===== src/design/waypoint_ring_sequencer_macros.svh =====
// Assertion macros used by the design file wrs_dp.sv.
`ifndef WAYPOINT_RING_SEQUENCER_MACROS_SVH
`define WAYPOINT_RING_SEQUENCER_MACROS_SVH

// Same-cycle implication, sampled on clk, off during reset.
`define WRS_ASSERT_IMP(lbl, ante, cons) \
  lbl: assert property (@(posedge clk) disable iff (!rst_n) (ante) |-> (cons)) \
    else $error("wrs assertion failed");

// Next-cycle implication, sampled on clk, off during reset.
`define WRS_ASSERT_NXT(lbl, ante, cons) \
  lbl: assert property (@(posedge clk) disable iff (!rst_n) (ante) |=> (cons)) \
    else $error("wrs assertion failed");

`endif


===== src/design/wrs_pkg.sv =====
`default_nettype none
package wrs_pkg;

  localparam int WRS_RING_DEPTH_DEF = 64;
  localparam int WRS_POS_W = 7;
  localparam int WRS_MOD_W = 8;
  localparam int WRS_CFG_IDX_W = 3;

  typedef enum logic [1:0] {
    KIND_WRITE = 2'd0,
    KIND_START = 2'd1,
    KIND_ADV   = 2'd2,
    KIND_QUERY = 2'd3
  } kind_t;

  typedef enum logic [WRS_CFG_IDX_W-1:0] {
    REG_SHIFT_N = 3'd0,
    REG_SHIFT_E = 3'd1,
    REG_SHIFT_D = 3'd2,
    REG_GAIN    = 3'd3,
    REG_SIZE    = 3'd4
  } reg_idx_t;

  typedef struct packed {
    logic [1:0]         kind;
    logic [5:0]         slot;
    logic [5:0]         first_slot;
    logic [6:0]         points_in_use;
    logic [5:0]         rel_index;
    logic signed [31:0] wp_north;
    logic signed [31:0] wp_east;
    logic signed [31:0] wp_down;
    logic [31:0]        wp_speed;
    logic signed [31:0] own_north;
    logic signed [31:0] own_east;
    logic signed [31:0] own_down;
  } in_item_t;

  typedef struct packed {
    logic               ok;
    logic signed [31:0] point_north;
    logic signed [31:0] point_east;
    logic signed [31:0] point_down;
    logic [31:0]        point_speed;
    logic               seg_avail;
    logic [5:0]         head_now;
    logic [6:0]         count_now;
  } out_item_t;

  typedef struct packed {
    logic signed [31:0] n;
    logic signed [31:0] e;
    logic signed [31:0] d;
    logic [31:0]        speed;
  } wp_entry_t;

  typedef enum logic [3:0] {
    ST_IDLE, ST_DISP, ST_ADV_MOD, ST_ADV_CHK, ST_RD, ST_DIFF, ST_MUL, ST_ACC,
    ST_DEC, ST_QRY_MOD, ST_QRD, ST_QDAT, ST_RESP
  } state_t;

  typedef struct packed {
    logic load;
    logic do_write;
    logic do_start;
    logic mod_load_head;
    logic mod_load_q;
    logic mod_step;
    logic cur_load;
    logic rd_pair;
    logic rd_q;
    logic diff_load;
    logic mul;
    logic acc_add;
    logic step_commit;
    logic qmul;
    logic resp_load;
  } ctl_cmd_t;

  typedef struct packed {
    logic [1:0] kind;
    logic       q_ok;
    logic       cnt_gt2;
    logic       mod_done;
    logic       acc_neg;
    logic       mul_last;
    logic       out_free;
  } dp_sts_t;

  function automatic logic signed [31:0] sat_add32(logic signed [31:0] a,
                                                   logic signed [31:0] b);
    logic signed [32:0] s;
    s = 33'(a) + 33'(b);
    if (s[32] != s[31]) begin
      sat_add32 = s[32] ? 32'sh8000_0000 : 32'sh7fff_ffff;
    end else begin
      sat_add32 = s[31:0];
    end
  endfunction

endpackage
`default_nettype wire


===== src/design/wrs_ctrl.sv =====
`default_nettype none
module wrs_ctrl (
  input  wire logic              clk,
  input  wire logic              rst_n,
  input  wire logic              in_valid,
  output logic                   in_ready,
  input  wire wrs_pkg::dp_sts_t  sts,
  output wrs_pkg::ctl_cmd_t      cmd
);
  import wrs_pkg::*;

  state_t state_r, state_nxt;

  always_ff @(posedge clk) begin
    if (!rst_n) begin
      state_r <= ST_IDLE;
    end else begin
      state_r <= state_nxt;
    end
  end

  always_comb begin
    state_nxt = state_r;
    case (state_r)
      ST_IDLE:    if (in_valid) state_nxt = ST_DISP;
      ST_DISP: begin
        case (sts.kind)
          KIND_ADV:   state_nxt = ST_ADV_MOD;
          KIND_QUERY: state_nxt = sts.q_ok ? ST_QRY_MOD : ST_RESP;
          default:    state_nxt = ST_RESP;
        endcase
      end
      ST_ADV_MOD: if (sts.mod_done) state_nxt = ST_ADV_CHK;
      ST_ADV_CHK: state_nxt = sts.cnt_gt2 ? ST_RD : ST_RESP;
      ST_RD:      state_nxt = ST_DIFF;
      ST_DIFF:    state_nxt = ST_MUL;
      ST_MUL:     state_nxt = ST_ACC;
      ST_ACC:     state_nxt = sts.mul_last ? ST_DEC : ST_MUL;
      ST_DEC:     state_nxt = sts.acc_neg ? ST_RESP : ST_ADV_CHK;
      ST_QRY_MOD: if (sts.mod_done) state_nxt = ST_QRD;
      ST_QRD:     state_nxt = ST_QDAT;
      ST_QDAT:    state_nxt = ST_RESP;
      ST_RESP:    if (sts.out_free) state_nxt = ST_IDLE;
      default:    state_nxt = ST_IDLE;
    endcase
  end

  always_comb begin
    cmd = '0;
    in_ready = 1'b0;
    case (state_r)
      ST_IDLE: begin
        in_ready = 1'b1;
        cmd.load = in_valid;
      end
      ST_DISP: begin
        cmd.do_write      = (sts.kind == KIND_WRITE);
        cmd.do_start      = (sts.kind == KIND_START);
        cmd.mod_load_head = (sts.kind == KIND_ADV);
        cmd.mod_load_q    = (sts.kind == KIND_QUERY);
      end
      ST_ADV_MOD: begin
        cmd.mod_step = 1'b1;
        cmd.cur_load = sts.mod_done;
      end
      ST_RD:      cmd.rd_pair = 1'b1;
      ST_DIFF:    cmd.diff_load = 1'b1;
      ST_MUL:     cmd.mul = 1'b1;
      ST_ACC:     cmd.acc_add = 1'b1;
      ST_DEC:     cmd.step_commit = !sts.acc_neg;
      ST_QRY_MOD: cmd.mod_step = 1'b1;
      ST_QRD:     cmd.rd_q = 1'b1;
      ST_QDAT:    cmd.qmul = 1'b1;
      ST_RESP:    cmd.resp_load = sts.out_free;
      default: begin
      end
    endcase
  end
endmodule
`default_nettype wire


===== config.mk =====
export PLATFORM = sky130hd
export DESIGN_NAME = wrs_ctrl
export DESIGN_NICKNAME = d
export VERILOG_FILES = /design/src/design/waypoint_ring_sequencer_macros.svh /design/src/design/wrs_pkg.sv /design/src/design/wrs_ctrl.sv
export SDC_FILE = /design/constraint.sdc
export NUM_CORES = 1
export LEC_CHECK = 0
export ABC_AREA = 1
export BUFFER_PORTS_ARGS = -buffer_cell sky130_fd_sc_hd__buf_2
export CAP_MARGIN = 30
export CORE_AREA = 2 2 39 41
export DETAILED_ROUTE_END_ITERATION = 8
export DIE_AREA = 0 0 41 43
export PLACE_DENSITY = 0.7
export SETUP_SLACK_MARGIN = 0.3
export SKIP_CTS_REPAIR_TIMING = 1
export SYNTH_ARGS = -nofsm -noshare
export SYNTH_HDL_FRONTEND = slang
export SYNTH_SLANG_ARGS = --single-unit

===== constraint.sdc =====
create_clock -name clk -period 1.65 [get_ports clk]
set_clock_uncertainty 0.1 [all_clocks]
set_input_delay 0.2475 -clock clk [delete_from_list [all_inputs] [get_ports clk]]
set_output_delay 0.2475 -clock clk [all_outputs]
set_load 0.01 [all_outputs]

# Word level (Yosys, flattened, before mapping)
# Index checks and enable logic that the tools add are counted.
# word_totals
ff_bits,4
output_inout_bits,16
elab_cells,48
# classes
eq_ne,19
mux,23
n_reduce_logical,5
# ops
operator,n
one-hot mux 4 bit (13 select lines),1
two-way mux 4 bit,8
"equality test 4 bit, second input constant",5
"equality test 4 x 3 -> 1 bit, second input constant",4
two-way mux 1 bit,12
"equality test 4 x 2 -> 1 bit, second input constant",2
"!= test 2 bit, second input constant",4
one-hot mux 4 bit (2 select lines),1
"equality test 2 bit, second input constant",2
"equality test 4 x 1 -> 1 bit, second input constant",1
zero test 4 bit,1
AND reduction 4 bit,1
two-way mux 3 bit,1
"equality test 2 x 1 -> 1 bit, second input constant",1
zero test 2 bit,1
OR reduction 2 bit,1
zero test 1 bit,1

# Logic depth before layout (Yosys ltp)
# depth
ltp_word,3
mapped_depth,9

# Least setup slack after synthesis
# Ideal clock, no wire load.
# synth_path
kind,reg-to-output
startpoint,reg state_r[1]
endpoint,out cmd[10] in the netlist's numbering
arrival_ns,0.936
required_ns,1.302
path_slack_ns,0.366
stages_incl_launch_ff,6
path_buffers,0
path_cell_list,dfxtp_1 inv_2 nand2_1 nor2_1 nand2_1 nor2_1
# synth_lines
element,line,source
"start, declared",wrs_ctrl.sv:12,"state_t state_r, state_nxt;"
"start signal, assigned",wrs_ctrl.sv:18,state_r <= state_nxt;
"end, declared",wrs_ctrl.sv:8,output wrs_pkg::ctl_cmd_t cmd

==> results.md <==
Pwr:
- The leakage dissipation is 0.483 nW.
- Of the total power, the clock network draws 0.078.
- Summed over all nets, the switching power comes to 0.873 mW.
- Overall power consumption after layout is estimated at 1.59 mW.
- The share of total power consumed by net switching is 0.549.
- The part of the power in combinational logic is 0.723.
- For this design the ratio of total power to cell area is 1870 nW/µm².
- The register share of total power is 0.198.
- The internal power of the cells totals 0.718 mW.
- The worst supply voltage drop on vdd is 0.00101 V.

Timing:
- The fmax is 0.654 GHz.
- The final period utilization is 0.927.
- The number of pins with negative max-slew slack in the final report came to 0.
- Setup repair after global routing could not meet its margin everywhere.
- The number of hold violations in the final report is 0.
- Counting I/O delays and the setup requirement, the final critical path takes 1530 ps.
- The final setup violation count is 0.
- Measured against its own limit, the worst slew margin works out to 0.843.
- For the pin with the worst max-slew slack, the measured transition is 236 ps.

Run:
- Max-cap violations in this run came to 0.

Clock tree:
- The CTS buffer count is 3.
- The clock slew seen by the registers of the worst setup and hold paths is 40 ps.
- The clock net in this run drives a total of 4 sinks.
- The largest buffer count on any clock path is 2.
- CTS placed an instance of clkbuf_4 at the clock tree root.
- At the later pin of the worst-skew pair, clock insertion delay measures 240 ps.
- The number of H-tree branching levels is 1.
- The clock tree from TritonCTS is done.

Synthesis:
- After synthesis the cells add up to 507 µm².
- The fraction of synthesized area in multiplexers is 0.
- The post-synthesis share of cell area spent on full adders, half adders and majority gates is 0.
- Of the synthesized area, sequential elements account for 0.158.
- When the netlist entered floorplanning its net count stood at 110.
- The number of library cell types mapped by synthesis is 18.
- The XOR/XNOR share of the synthesized area is 0.
- The count of state elements after synthesis is 4.
- The count of mapped cells out of synthesis is 99.
- The compound-gate portion of the synthesized area is 0.0667.
- For this run, the number of Yosys warnings is 0.
- The basic-gate share of the synthesized area counting and, or, nand and nor cells is 0.620.
- The main combinational cell family by area after synthesis is simple AND/OR/NAND/NOR gates.
- Dividing the synthesized area by the synthesized cell count gives 5.12 µm².

Floorplan:
- The height of the die is 43 µm.
- 27 I/O pins were placed.
- Row generation in the floorplan step produced 14 rows.
- The area of the core is 1380 µm².
- For this configuration, the core starts out at a cell density of 0.366.
- The die outline area is 1760 µm².
- The width of the die is 41 µm.

Place:
- In this run, placement finished with an instance count of 140.
- The number of port buffers is 26.
- The HPWL after detailed placement is 1110 µm.
- The placer's final routability congestion estimate is 0.844.
- In this run the cell area measured after placement is 646 µm².

Finish:
- The repair_antennas step left the layout with diodes totalling 0.
- The net count reported at finish is 147.
- The register with the most flip-flops in the layout has 4 of them.
- The final cell area excluding filler cells is 850 µm².
- In the final layout, the registers with the most flip-flops are state_r: 4 flops.
- The post-synthesis to final-layout area growth is 67.7%.
- Of the cells placed in the final design, the portion with a size suffix greater than 1 is 0.530.
- Measured on the finished design, the core utilization comes to 0.614.
- The number of standard cells in the final layout excluding fillers is 150.
- The most flop-heavy register is state_r.

GRT:
- The number of global-route vias before repair came to 534.
- The initial antenna violation count is 0.
- The pin count of the biggest net entering global routing is 9.
- The first global-routing pass estimated 2080 µm of wire.
- In the global route stage, overall resource usage came out at 0.178.
- Summed over all layers, the global routing overflow is 0.

Run status:
- The run finished with clean final reports.

Route:
- Summed over all layers, the routed wires come to 1730 µm.
- The vias per cell is 4.94.
- For this run, design rule violations remaining after detail routing come to 0.
- The detailed router finished its first iteration with 25 violations.
- In the final routed layout, each cell accounts on average for 11.5 µm.
- The count of nets left with antenna violations once routing finished came out at 0.
- The length of the first detailed-routing pass in iterations is 4.
- Across all layers, the routed design uses 741 vias.

Setup path:
- The type of the setup path with the least slack is reg2out.
- The worst setup path is captured at a primary output.
- The biggest fanout along the worst timing path is 8.
- STA puts the critical path data arrival time at 1180 ps.
- The critical path required time is 1300 ps.
- The worst setup path is launched from a flop.

Hold path:
- The worst hold path belongs to the class in2reg.
==> synth_stat cells <==
cell      count  area (µm²)
nand3_1       6        30.0
a31oi_1       1        6.26
buf_6         1        11.3
inv_1        12        45.0
o211ai_1      1        7.51
nor2_1       16        60.1
dfxtp_1       4        80.1
a21oi_1       4        20.0
clkinv_1      2        7.51
nand3b_1      1        7.51
nor3_1        4        20.0
nor2_4        1        11.3
nand4_1       2        12.5
nor2_2        4        25.0
inv_2         4        15.0
or2_2         1        6.26
nand2_2       4        25.0
nand2_1      31         116
==> layout make-up <==
cell class	count	area, µm²
clock buffers	3	22.5
well taps	16	20.0
multi-input cells	76	430
flip-flops and latches	4	95.1
fillers	132	534
repair buffers	33	199
inverters	18	82.6
==> final timing paths <==
kind | slack (ps) | depth (start not counted) | startpoint | to
min reg2reg | 420 | 2 | state_r[3]$_SDFFE_PN0P_ | state_r[3]$_SDFFE_PN0P_
min | 110 | 3 | rst_n | state_r[2]$_SDFFE_PN0P_
max | 120 | 5 | state_r[0]$_SDFFE_PN0P_ | cmd[11]
max reg2reg | 180 | 10 | state_r[3]$_SDFFE_PN0P_ | state_r[1]$_SDFFE_PN0P_
==> cells in the final DEF, fill, tap and decap left out, types with 3 or more instances in the layout <==
| cell type | n |
|---|---|
| nor2_4 | 4 |
| nand2_2 | 8 |
| nor3_2 | 4 |
| nor2_1 | 12 |
| buf_4 | 6 |
| inv_1 | 11 |
| clkbuf_4 | 3 |
| nand3_1 | 5 |
| nand2_4 | 3 |
| nor2_2 | 5 |
| buf_6 | 3 |
| a21oi_1 | 4 |
| nand2_1 | 24 |
| dfxtp_4 | 4 |
| buf_2 | 24 |
==> cell families (layout without fill, tap and decap cells) <==
logic type | count (synthesis) | in the layout
buf+inv | 19 | 54
simple gates | 70 | 70
flops | 4 | 4
compound gates | 6 | 6
==> per-stage QoR <==
step | hold WS [ps] | TNS, ps | worst slack, ps
after floorplan | 245 | 0 | 366
after global placement | 344 | 0 | 220
after detailed placement | 354 | 0 | 163
after CTS | 109 | -211 | -96.7
after global routing | 122 | 0 | 48.7
final | 109 | 0 | 120
==> power groups by stage <==
stage / combinational (mW) / clock, mW / sequential, mW
finish: 1.15 / 0.125 / 0.316
global route: 1.25 / 0.139 / 0.327
CTS: 0.795 / 0.129 / 0.227
detailed placement: 0.794 / 0 / 0.229
global placement: 0.793 / 0 / 0.225
floorplan: 0.612 / 0 / 0.200
==> worst max-delay path, cell delays in order (launching register included) <==
cell and delay (ps):
dfxtp_4 420, inv_4 70, nor2_4 130, nand2_2 80, nor2_2 110, buf_2 140
==> per-layer routing <==
layer	GRT usage	vias to the layer above	wire (µm)
li1	-	375	-
met1	0.237	327	669
met2	0.247	35	898
met3	0.0471	4	119
met4	0.100	0	38
met5	0	-	0
Note: power is estimated with default switching activity, not from simulation.
